===== src/hdl/lpcd_pkg.sv =====
// Shared types and constants for the length-prefixed command deframer.
package lpcd_pkg;

    localparam int COUNT_DIGITS_DEF  = 4;
    localparam int LENGTH_DIGITS_DEF = 8;
    localparam int LENGTH_BITS_DEF   = 24;

    localparam int HDR_POS_W = 5;

    localparam logic [7:0] TOKEN_MARK = 8'h23;
    localparam logic [7:0] CHAR_ZERO  = 8'h30;
    localparam logic [7:0] CHAR_NINE  = 8'h39;
    localparam logic [7:0] NUL_BYTE   = 8'h00;

    localparam logic [1:0] ROLE_CMD   = 2'd0;
    localparam logic [1:0] ROLE_KEY   = 2'd1;
    localparam logic [1:0] ROLE_VALUE = 2'd2;

    typedef enum logic [2:0] {
        PH_COUNT   = 3'd0,
        PH_LENGTH  = 3'd1,
        PH_PREFIX  = 3'd2,
        PH_PAYLOAD = 3'd3,
        PH_HALT    = 3'd4
    } phase_t;

    typedef struct packed {
        phase_t                 phase;
        logic [HDR_POS_W-1:0]   hdr_pos;
        logic                   digits_stopped;
        logic [1:0]             role;
    } ctl_t;

    typedef struct packed {
        logic       has_byte;
        logic [1:0] token_role;
        logic       token_end;
        logic       message_end;
        logic       truncated;
    } res_t;

endpackage


===== src/hdl/length_prefixed_command_deframer.sv =====
// Top level of the length-prefixed command deframer: parser state and result register.
// Latency: a result appears on m_valid the cycle after its input word is accepted.
// Throughput: one input word per cycle; s_ready stays high while the result
// register is empty or being taken in the same cycle.
// Reset: synchronous, active low; clears the parser to the start of a header
// and empties the result register.
module length_prefixed_command_deframer #(
    parameter int COUNT_DIGITS  = lpcd_pkg::COUNT_DIGITS_DEF,
    parameter int LENGTH_DIGITS = lpcd_pkg::LENGTH_DIGITS_DEF,
    parameter int LENGTH_BITS   = lpcd_pkg::LENGTH_BITS_DEF
) (
    input  logic       aclk,
    input  logic       aresetn,
    input  logic       s_valid,
    output logic       s_ready,
    input  logic [7:0] s_in_byte,
    output logic       m_valid,
    input  logic       m_ready,
    output logic [7:0] m_out_byte,
    output logic       m_has_byte,
    output logic [1:0] m_token_role,
    output logic       m_token_end,
    output logic       m_message_end,
    output logic       m_truncated
);
    import lpcd_pkg::*;

    ctl_t                   ctl_reg, ctl_next;
    logic [LENGTH_BITS-1:0] blen_reg, blen_next;
    logic [LENGTH_BITS-1:0] cons_reg, cons_next;
    logic [LENGTH_BITS-1:0] rem_reg, rem_next;
    logic                   emit;
    res_t                   res_next;
    res_t                   res_reg;
    logic [7:0]             byte_next;
    logic [7:0]             byte_reg;
    logic                   valid_reg;
    logic                   accept;

    assign s_ready = !valid_reg || m_ready;
    assign accept  = s_valid && s_ready;

    lpcd_step #(
        .COUNT_DIGITS  (COUNT_DIGITS),
        .LENGTH_DIGITS (LENGTH_DIGITS),
        .LENGTH_BITS   (LENGTH_BITS)
    ) u_step (
        .ctl       (ctl_reg),
        .blen      (blen_reg),
        .cons      (cons_reg),
        .rem       (rem_reg),
        .in_byte   (s_in_byte),
        .ctl_next  (ctl_next),
        .blen_next (blen_next),
        .cons_next (cons_next),
        .rem_next  (rem_next),
        .emit      (emit),
        .res       (res_next),
        .out_byte  (byte_next)
    );

    always_ff @(posedge aclk) begin
        if (!aresetn) begin
            ctl_reg   <= '{phase: PH_COUNT, hdr_pos: '0, digits_stopped: 1'b0,
                           role: ROLE_CMD};
            blen_reg  <= '0;
            cons_reg  <= '0;
            rem_reg   <= '0;
            valid_reg <= 1'b0;
        end else begin
            if (accept) begin
                ctl_reg   <= ctl_next;
                blen_reg  <= blen_next;
                cons_reg  <= cons_next;
                rem_reg   <= rem_next;
                valid_reg <= emit;
            end else if (m_ready) begin
                valid_reg <= 1'b0;
            end
        end
    end

    always_ff @(posedge aclk) begin
        if (accept && emit) begin
            res_reg  <= res_next;
            byte_reg <= byte_next;
        end
    end

    assign m_valid       = valid_reg;
    assign m_out_byte    = byte_reg;
    assign m_has_byte    = res_reg.has_byte;
    assign m_token_role  = res_reg.token_role;
    assign m_token_end   = res_reg.token_end;
    assign m_message_end = res_reg.message_end;
    assign m_truncated   = res_reg.truncated;

endmodule


===== src/hdl/lpcd_step.sv =====
// Next-state and result logic for one stream word of the deframer.
module lpcd_step #(
    parameter int COUNT_DIGITS  = lpcd_pkg::COUNT_DIGITS_DEF,
    parameter int LENGTH_DIGITS = lpcd_pkg::LENGTH_DIGITS_DEF,
    parameter int LENGTH_BITS   = lpcd_pkg::LENGTH_BITS_DEF
) (
    input  lpcd_pkg::ctl_t           ctl,
    input  logic [LENGTH_BITS-1:0]   blen,
    input  logic [LENGTH_BITS-1:0]   cons,
    input  logic [LENGTH_BITS-1:0]   rem,
    input  logic [7:0]               in_byte,
    output lpcd_pkg::ctl_t           ctl_next,
    output logic [LENGTH_BITS-1:0]   blen_next,
    output logic [LENGTH_BITS-1:0]   cons_next,
    output logic [LENGTH_BITS-1:0]   rem_next,
    output logic                     emit,
    output lpcd_pkg::res_t           res,
    output logic [7:0]               out_byte
);
    import lpcd_pkg::*;

    localparam logic [LENGTH_BITS-1:0] LEN_MAX = {LENGTH_BITS{1'b1}};
    localparam logic [LENGTH_BITS-1:0] LEN_ZERO = '0;

    logic                    is_digit;
    logic [LENGTH_BITS+3:0]  acc_blen;
    logic [LENGTH_BITS+3:0]  acc_rem;
    logic [LENGTH_BITS-1:0]  blen_acc;
    logic [LENGTH_BITS-1:0]  rem_acc;
    logic [HDR_POS_W-1:0]    pos_inc;
    logic [LENGTH_BITS-1:0]  cons_inc;
    logic                    last;
    logic [LENGTH_BITS-1:0]  rem_dec;
    logic [1:0]              role_adv;
    logic                    end_check;

    assign is_digit = (in_byte >= CHAR_ZERO) && (in_byte <= CHAR_NINE);

    // acc * 10 + digit, saturating at the counter width
    assign acc_blen = {1'b0, blen, 3'b000} + {3'b000, blen, 1'b0}
                    + {{(LENGTH_BITS){1'b0}}, in_byte[3:0]};
    assign acc_rem  = {1'b0, rem, 3'b000} + {3'b000, rem, 1'b0}
                    + {{(LENGTH_BITS){1'b0}}, in_byte[3:0]};
    assign blen_acc = (ctl.digits_stopped || !is_digit) ? blen :
                      (acc_blen[LENGTH_BITS+3:LENGTH_BITS] != 4'd0) ? LEN_MAX :
                      acc_blen[LENGTH_BITS-1:0];
    assign rem_acc  = (ctl.digits_stopped || !is_digit) ? rem :
                      (acc_rem[LENGTH_BITS+3:LENGTH_BITS] != 4'd0) ? LEN_MAX :
                      acc_rem[LENGTH_BITS-1:0];

    assign pos_inc  = ctl.hdr_pos + HDR_POS_W'(1);
    assign cons_inc = cons + LENGTH_BITS'(1);
    assign last     = (cons_inc >= blen);
    assign rem_dec  = (rem != LEN_ZERO) ? rem - LENGTH_BITS'(1) : LEN_ZERO;
    assign role_adv = (ctl.role == ROLE_KEY) ? ROLE_VALUE : ROLE_KEY;

    always_comb begin
        ctl_next  = ctl;
        blen_next = blen;
        cons_next = cons;
        rem_next  = rem;
        emit      = 1'b0;
        out_byte  = NUL_BYTE;
        res       = '{has_byte: 1'b0, token_role: ctl.role, token_end: 1'b0,
                      message_end: 1'b0, truncated: 1'b0};
        end_check = 1'b0;
        unique case (ctl.phase)
            PH_COUNT: begin
                if (pos_inc >= HDR_POS_W'(COUNT_DIGITS)) begin
                    ctl_next.phase          = PH_LENGTH;
                    ctl_next.hdr_pos        = '0;
                    ctl_next.digits_stopped = 1'b0;
                    blen_next               = LEN_ZERO;
                end else begin
                    ctl_next.hdr_pos = pos_inc;
                end
            end
            PH_LENGTH: begin
                if (pos_inc < HDR_POS_W'(LENGTH_DIGITS)) begin
                    blen_next               = blen_acc;
                    ctl_next.hdr_pos        = pos_inc;
                    ctl_next.digits_stopped = ctl.digits_stopped || !is_digit;
                end else if (blen_acc == LEN_ZERO) begin
                    emit            = 1'b1;
                    res.token_role  = ROLE_CMD;
                    res.message_end = 1'b1;
                    ctl_next        = '{phase: PH_COUNT, hdr_pos: '0,
                                        digits_stopped: 1'b0, role: ROLE_CMD};
                    blen_next       = LEN_ZERO;
                    cons_next       = LEN_ZERO;
                    rem_next        = LEN_ZERO;
                end else begin
                    ctl_next.phase          = PH_PREFIX;
                    ctl_next.hdr_pos        = '0;
                    ctl_next.digits_stopped = 1'b0;
                    blen_next               = blen_acc;
                    cons_next               = LEN_ZERO;
                    rem_next                = LEN_ZERO;
                end
            end
            PH_PAYLOAD: begin
                cons_next       = cons_inc;
                emit            = 1'b1;
                out_byte        = in_byte;
                res.has_byte    = 1'b1;
                res.token_end   = (rem_dec == LEN_ZERO) || last;
                res.message_end = last;
                res.truncated   = last && (rem_dec != LEN_ZERO);
                rem_next        = rem_dec;
                if (last) begin
                    end_check = 1'b0;
                    ctl_next  = '{phase: PH_COUNT, hdr_pos: '0,
                                  digits_stopped: 1'b0, role: ROLE_CMD};
                    blen_next = LEN_ZERO;
                    cons_next = LEN_ZERO;
                    rem_next  = LEN_ZERO;
                end else if (rem_dec == LEN_ZERO) begin
                    ctl_next.role           = role_adv;
                    ctl_next.phase          = PH_PREFIX;
                    ctl_next.digits_stopped = 1'b0;
                end
            end
            PH_PREFIX: begin
                cons_next = cons_inc;
                if (in_byte == NUL_BYTE) begin
                    ctl_next.phase = PH_HALT;
                    end_check      = 1'b1;
                end else if (in_byte == TOKEN_MARK) begin
                    ctl_next.digits_stopped = 1'b0;
                    if (rem == LEN_ZERO) begin
                        emit            = 1'b1;
                        res.token_end   = 1'b1;
                        res.message_end = last;
                        if (last) begin
                            ctl_next  = '{phase: PH_COUNT, hdr_pos: '0,
                                          digits_stopped: 1'b0, role: ROLE_CMD};
                            blen_next = LEN_ZERO;
                            cons_next = LEN_ZERO;
                        end else begin
                            ctl_next.role = role_adv;
                        end
                    end else if (last) begin
                        emit            = 1'b1;
                        res.token_end   = 1'b1;
                        res.message_end = 1'b1;
                        res.truncated   = 1'b1;
                        ctl_next  = '{phase: PH_COUNT, hdr_pos: '0,
                                      digits_stopped: 1'b0, role: ROLE_CMD};
                        blen_next = LEN_ZERO;
                        cons_next = LEN_ZERO;
                        rem_next  = LEN_ZERO;
                    end else begin
                        ctl_next.phase = PH_PAYLOAD;
                    end
                end else begin
                    rem_next                = rem_acc;
                    ctl_next.digits_stopped = ctl.digits_stopped || !is_digit;
                    end_check               = 1'b1;
                end
            end
            PH_HALT: begin
                cons_next = cons_inc;
                end_check = 1'b1;
            end
            default: begin
                ctl_next = '{phase: PH_COUNT, hdr_pos: '0,
                             digits_stopped: 1'b0, role: ROLE_CMD};
            end
        endcase
        // body runs out outside a payload: bare message-end marker
        if (end_check && last) begin
            emit            = 1'b1;
            res.token_end   = 1'b0;
            res.message_end = 1'b1;
            res.truncated   = 1'b0;
            ctl_next        = '{phase: PH_COUNT, hdr_pos: '0,
                                digits_stopped: 1'b0, role: ROLE_CMD};
            blen_next       = LEN_ZERO;
            cons_next       = LEN_ZERO;
            rem_next        = LEN_ZERO;
        end
    end

endmodule


===== config.mk =====
export PLATFORM = sky130hd
export DESIGN_NAME = length_prefixed_command_deframer
export DESIGN_NICKNAME = d
export VERILOG_FILES = /design/src/hdl/lpcd_pkg.sv /design/src/hdl/length_prefixed_command_deframer.sv /design/src/hdl/lpcd_step.sv
export SDC_FILE = /design/constraint.sdc
export NUM_CORES = 1
export LEC_CHECK = 0
export ABC_CLOCK_PERIOD_IN_PS = 17000
export CORE_MARGIN = 10
export CORE_UTILIZATION = 50
export DETAILED_ROUTE_END_ITERATION = 8
export DONT_BUFFER_PORTS = 1
export PLACE_DENSITY = 0.63
export SYNTH_ARGS = -nofsm -noshare
export SYNTH_HDL_FRONTEND = slang
export SYNTH_SLANG_ARGS = --single-unit

===== constraint.sdc =====
create_clock -name aclk -period 17 [get_ports aclk]
set_clock_uncertainty 0.1 [all_clocks]
set_input_delay 2.55 -clock aclk [delete_from_list [all_inputs] [get_ports aclk]]
set_output_delay 2.55 -clock aclk [all_outputs]
set_load 0.01 [all_outputs]

== Word level (Yosys, flattened, before mapping) ==
Cells that the tools add are included.

* Register bits after elaboration: 98
* Word-level logic and storage cells: 154
* Input port bits: 12
* Output and inout bits: 16

* Reduce and logical (&&, ||, !) cells: 31
* Magnitude comparators: 5
* Equality and inequality tests: 21
* Add/sub/neg operators: 7
* Muxes and demuxes: 76

{| class="wikitable"
|+ Operator list
! cell !! number
|-
| 24-bit 2-to-1 mux || 23
|-
| 24-bit case mux with 4 select lines || 2
|-
| 24-bit zero test || 3
|-
| 24-bit case mux with 3 select lines || 1
|-
| 27-bit by 25-bit adder with 28-bit output || 2
|-
| 28-bit by 4-bit adder with 28-bit output || 2
|-
| 24-bit nonzero test || 2
|-
| 9-bit case mux with 5 select lines || 1
|-
| 8-bit 2-to-1 mux || 4
|-
| 3-bit 2-to-1 mux || 10
|-
| 24-bit by 1-bit adder with 24-bit output (second input constant) || 1
|-
| 24-bit greater-or-equal comparator || 1
|-
| 24-bit by 1-bit subtractor with 24-bit output (second input constant) || 1
|-
| 11-bit 2-to-1 mux || 2
|-
| 2-bit 2-to-1 mux || 8
|-
| 1-bit 2-to-1 mux || 15
|-
| 7-bit AND reduction || 2
|-
| 3-bit by 1-bit != test with 1-bit output (second input constant) || 4
|-
| 4-bit by 1-bit != test with 1-bit output (second input constant) || 3
|-
| 6-bit AND reduction || 2
|-
| 4-bit nonzero test || 3
|-
| 5-bit 2-to-1 mux || 2
|-
| 5-bit AND reduction || 2
|-
| 5-bit nonzero test || 2
|-
| 28 further kinds || 42
|}

== Depth between registers and ports, before layout ==
* Depth after elaboration: 11
* Depth in mapped cells: 25
* Depth with buffers taken out: 19

== Modules after synthesis ==
Synthesis repeated with hierarchy kept, for this count alone.

* Cells, all modules: 1,504
* Area, all modules: 11,170.7 sq um

{| class="wikitable"
|+ Modules (own cells, without submodules)
! module !! cells each !! seq. area each (sq um) !! instances !! area an instance (sq um)
|-
| lpcd_step || 1,123 || 0.0 || 1 || 7,397.1
|-
| length_prefixed_command_deframer || 381 || 2,102.0 || 1 || 3,773.6
|}

== Least setup slack after synthesis ==
Ideal clock, no wire load.

* Kind: in2reg
* From: input s_in_byte[3]
* To: register res_reg (netlist bit m_has_byte), enable pin
* Library setup time: 390 ps
* Required time: 16,510 ps
* Stages: 13
* Setup slack: 9,779 ps
* Arrival time: 6,732 ps
* Path buffers: 0
* Path through: fa_1 -> inv_1 -> fa_1 -> nand2b_1 -> a21oi_1 -> nor4b_1 -> or3_1 -> a21oi_1 -> mux2_4 -> nand4b_2 -> a2111o_1 -> or4_4 -> a21oi_1

* Longest elaborated chain between the ends: 11
* Elaborated cells between the ends (all ways): 23
* Classes of those cells: add/sub: 1; order compare: 2; eq/ne: 1; mux: 11; reduce/logical: 8

{| class="wikitable"
|+ RTL lines
! item !! line !! source
|-
| from (decl) || length_prefixed_command_deframer.sv:16 || <nowiki>input logic [7:0] s_in_byte,</nowiki>
|-
| branches (longest 9 deep; another with 28-bit by 4-bit adder with 28-bit output) || -- ||
|-
| 1-bit 2-to-1 mux (*) || lpcd_step.sv:171 || <nowiki>if (end_check && last) begin</nowiki>
|-
| 1-bit logical AND (*) || length_prefixed_command_deframer.sv:84 || <nowiki>if (accept && emit) begin</nowiki>
|-
| to (signal assigned) || length_prefixed_command_deframer.sv:85 || <nowiki>res_reg <= res_next;</nowiki>
|-
| to (decl) || length_prefixed_command_deframer.sv:34 || <nowiki>res_t res_reg;</nowiki>
|}

Every way passes the cells marked *.
A chain may end at the register's enable or synchronous reset.

== Worst setup path in the final report ==
* From: input s_in_byte[3]
* To: register byte_reg[7], in the netlist m_out_byte[7], enable pin

* Longest elaborated chain between the ends: 11
* Elaborated cells between the ends (all ways): 23
* Classes of those cells: add/sub: 1; order compare: 2; eq/ne: 1; mux: 11; reduce/logical: 8

{| class="wikitable"
|+ RTL lines
! item !! line !! source
|-
| branches (longest 9 deep; another with 28-bit by 4-bit adder with 28-bit output) || -- ||
|-
| 1-bit 2-to-1 mux (*) || lpcd_step.sv:171 ||
|-
| 1-bit logical AND (*) || length_prefixed_command_deframer.sv:84 ||
|-
| to (signal assigned) || length_prefixed_command_deframer.sv:86 || <nowiki>byte_reg <= byte_next;</nowiki>
|-
| to (decl) || length_prefixed_command_deframer.sv:36 || <nowiki>logic [7:0] byte_reg;</nowiki>
|}

Marked as above.

==> impl_metrics.env <==
export IMPL_critPathBufInv=0
export IMPL_worst_pin_slew_ps=1210
export IMPL_drt_first_pass_iters=8
export IMPL_synthesis_nets=1323
export IMPL_p_switching_uw=180
export IMPL_synth_seq_area_share_pct=22.1
export IMPL_synthFlopType="dfxtp_1"
export IMPL_setup_slack_ps=9860
export IMPL_cp_top_family="compound AO/OA/AOI/OAI gates"
export IMPL_start_util_pct=50.8
export IMPL_grt_pass1_wl_um=46100
export IMPL_postCtsHoldBufs=0
export IMPL_ys_types=98
export IMPL_syn_cell_area_um2=9500
export IMPL_insertedDiodeCount=0
export IMPL_powerDensity_nw_per_um2=57.2
export IMPL_grt_pass1_vias=8718
export IMPL_antenna_found_initial=0
export IMPL_cts_buffers=9
export IMPL_fin_nets=1282
export IMPL_fmax_ghz=0.140
export IMPL_cts_resized=0
export IMPL_rsz0062_at_grt="false"
export IMPL_cts_setup_buffers=0
export IMPL_whs_ps=377
export IMPL_io_pins=28
export IMPL_wirelength_um=28300
export IMPL_hold_violations=0
export IMPL_synth_top_area_share_pct=17.7
export IMPL_grt_max_degree=36
export IMPL_path_class="in2reg"
export IMPL_power_frac_seq_pct=43.9
export IMPL_cp_cell_sequence="fa_1, ha_1, a211oi_2, o211ai_2, nand4_1, a21oi_1, o311ai_0, nand4b_2, a2111o_1, or4_4, a21oi_2"
export IMPL_drtIter0Drc=785
export IMPL_p_leak_nw=4.29
export IMPL_path_clk_slew_ps=80
export IMPL_globalRouteOverflowTotal=0
export IMPL_drc=0
export IMPL_crit_path_top_delay_cell="o311ai_0"
export IMPL_peakVddDrop_uv=51.7
export IMPL_synthCells=1185
export IMPL_tns_ps=0
export IMPL_relSlewSlack_pct=18.8
export IMPL_async_flop_share_pct=0
export IMPL_slew_viol_final=0
export IMPL_drive_above_1_share_pct=6.35
export IMPL_detailedPlace_worstSlack_ps=9560
export IMPL_post_dp_hpwl_um=21500
export IMPL_final_common_cell="ha_1"
export IMPL_chipHeight_um=158
export IMPL_startpoint_type="input pin"
export IMPL_clk_latency_ps=360
export IMPL_hold_class="reg2reg"
export IMPL_critical_path_max_stage_delay_ps=880
export IMPL_rows=50
export IMPL_clk_path_buf_depth=2
export IMPL_cts_tree="done"
export IMPL_core_area_um2=18700
export IMPL_die_area_um2=24900
export IMPL_routedWlPerCell_um=20.5
export IMPL_cp_max_fo=14
export IMPL_switching_share_pct=31.7
export IMPL_intPower_uw=388
export IMPL_status="finished clean"
export IMPL_cp_arrival_ps=7020
export IMPL_clock_power_share_pct=39.2
export IMPL_finalSetupViolations=0
export IMPL_synth_area_leaders="dfxtp_1 18%, ha_1 16%, a21oi_1 4.7%"
export IMPL_finalCritPeriodShare_pct=42.0
export IMPL_required_ps=16880
export IMPL_port_buffers=0
export IMPL_area_delta_synth_final_pct=4.58
export IMPL_clock_sinks=98
export IMPL_die_x_um=158
export IMPL_syn_avg_cell_area_um2=8.02
export IMPL_clockRootBuffer="clkbuf_16"
export IMPL_via_per_inst=6.55
export IMPL_fin_crit_ps=7140
export IMPL_vias=9052
export IMPL_ant_nets=0
export IMPL_endpoint_kind="flip-flop"
export IMPL_most_common_layout_cells="122 x ha_1, 91 x nor2_1, 89 x a21oi_1, 84 x dfxtp_1, 73 x o21ai_0"
export IMPL_yosysTopAreaCell="dfxtp_1"
export IMPL_track_usage_pct=22.9
export IMPL_yosys_register_bits=98
export IMPL_cts_max_level=3
export IMPL_max_cap_violations=0
export IMPL_gp_congestion=0.921
export IMPL_yosysWarnings=0
export IMPL_pwr_share_comb_pct=16.9
export IMPL_synth_edf_count=14
-- power by group through the flow --
stage,Clock (mW),Combinational (mW),Sequential [mW]
CTS,0.227,0.0941,0.249
floorplan,0,0.0706,0.250
detailed placement,0,0.0935,0.255
finish,0.223,0.0958,0.249
global route,0.235,0.103,0.250
global placement,0,0.0935,0.255
-- cells in the mapped netlist, drive strengths merged (9+ instances only) --
| master | n |
|---|---|
| ha | 122 |
| a21oi | 91 |
| nor2 | 91 |
| dfxtp | 84 |
| o21ai | 76 |
| nand2 | 70 |
| inv | 55 |
| clkbuf | 52 |
| nand3 | 45 |
| nor3 | 41 |
| xnor2 | 36 |
| xor2 | 30 |
| and3 | 28 |
| nor4 | 28 |
| a21o | 21 |
| and2 | 18 |
| o211ai | 17 |
| nand4 | 15 |
| edfxtp | 14 |
| a31oi | 13 |
| o31ai | 13 |
| nand3b | 12 |
| a22oi | 11 |
| o32ai | 11 |
| o22ai | 10 |
| or2 | 9 |
| or3 | 9 |
-- worst min-delay path, cell delays in order (launching register included) --
cell and delay [ps]:
dfxtp_1 330, nand2_1 60, a21oi_1 50
-- area by class of cell --
type	count	area (µm²)
Multi-Input combinational cell	976	6990
Tap cell	234	293
Timing Repair Buffer	4	30.0
Fill cell	1838	8770
Sequential cell	98	2100
Clock buffer	10	239
Clock inverter	6	78.8
Inverter	55	206
-- kinds of logic (layout without fill, tap and decap cells) --
kind of cell	count (synthesis)	count (layout)	share of synthesized area (%)
muxes	7	7	0.816
buffers and inverters	111	75	4.43
AOI/OAI and AO/OA	362	362	26.1
xor gates and xnor gates	66	66	6.08
and+or+nand+nor	415	415	23.6
DFF	98	98	22.1
adders and majority gates	126	126	16.9
-- routing by layer --
layer	share of wire (%)	GRT usage (%)	up-vias
met5	0	0	-
met4	2.9	7.44	0
met3	4.5	2.96	59
met2	50	41.4	275
met1	42	27.3	4282
li1	-	-	4436
-- stage by stage --
step / instance area [µm²] / instances / utilization [%] / total power [mW]
final: 9940 / 1383 / 53.1 / 0.568
after global routing: 9940 / 1383 / 53.1 / 0.589
after CTS: 9940 / 1383 / 53.1 / 0.570
after detailed placement: 9620 / 1367 / 51.4 / 0.348
after global placement: 9620 / 1367 / 51.4 / 0.348
after floorplan: 9500 / 1185 / - / 0.320
-- path summary, 6_finish.rpt --
kind	from	to	slack (ps)	cells past startpoint
max	s_in_byte[3]	m_out_byte[7]	9860	11
min	cons_reg[20]	cons_reg[20]	380	2
max reg2reg	cons_reg[0]	rem_reg[22]	10580	19
min reg2reg	cons_reg[20]	cons_reg[20]	380	2
No activity file was read; power rests on OpenSTA's default activity.
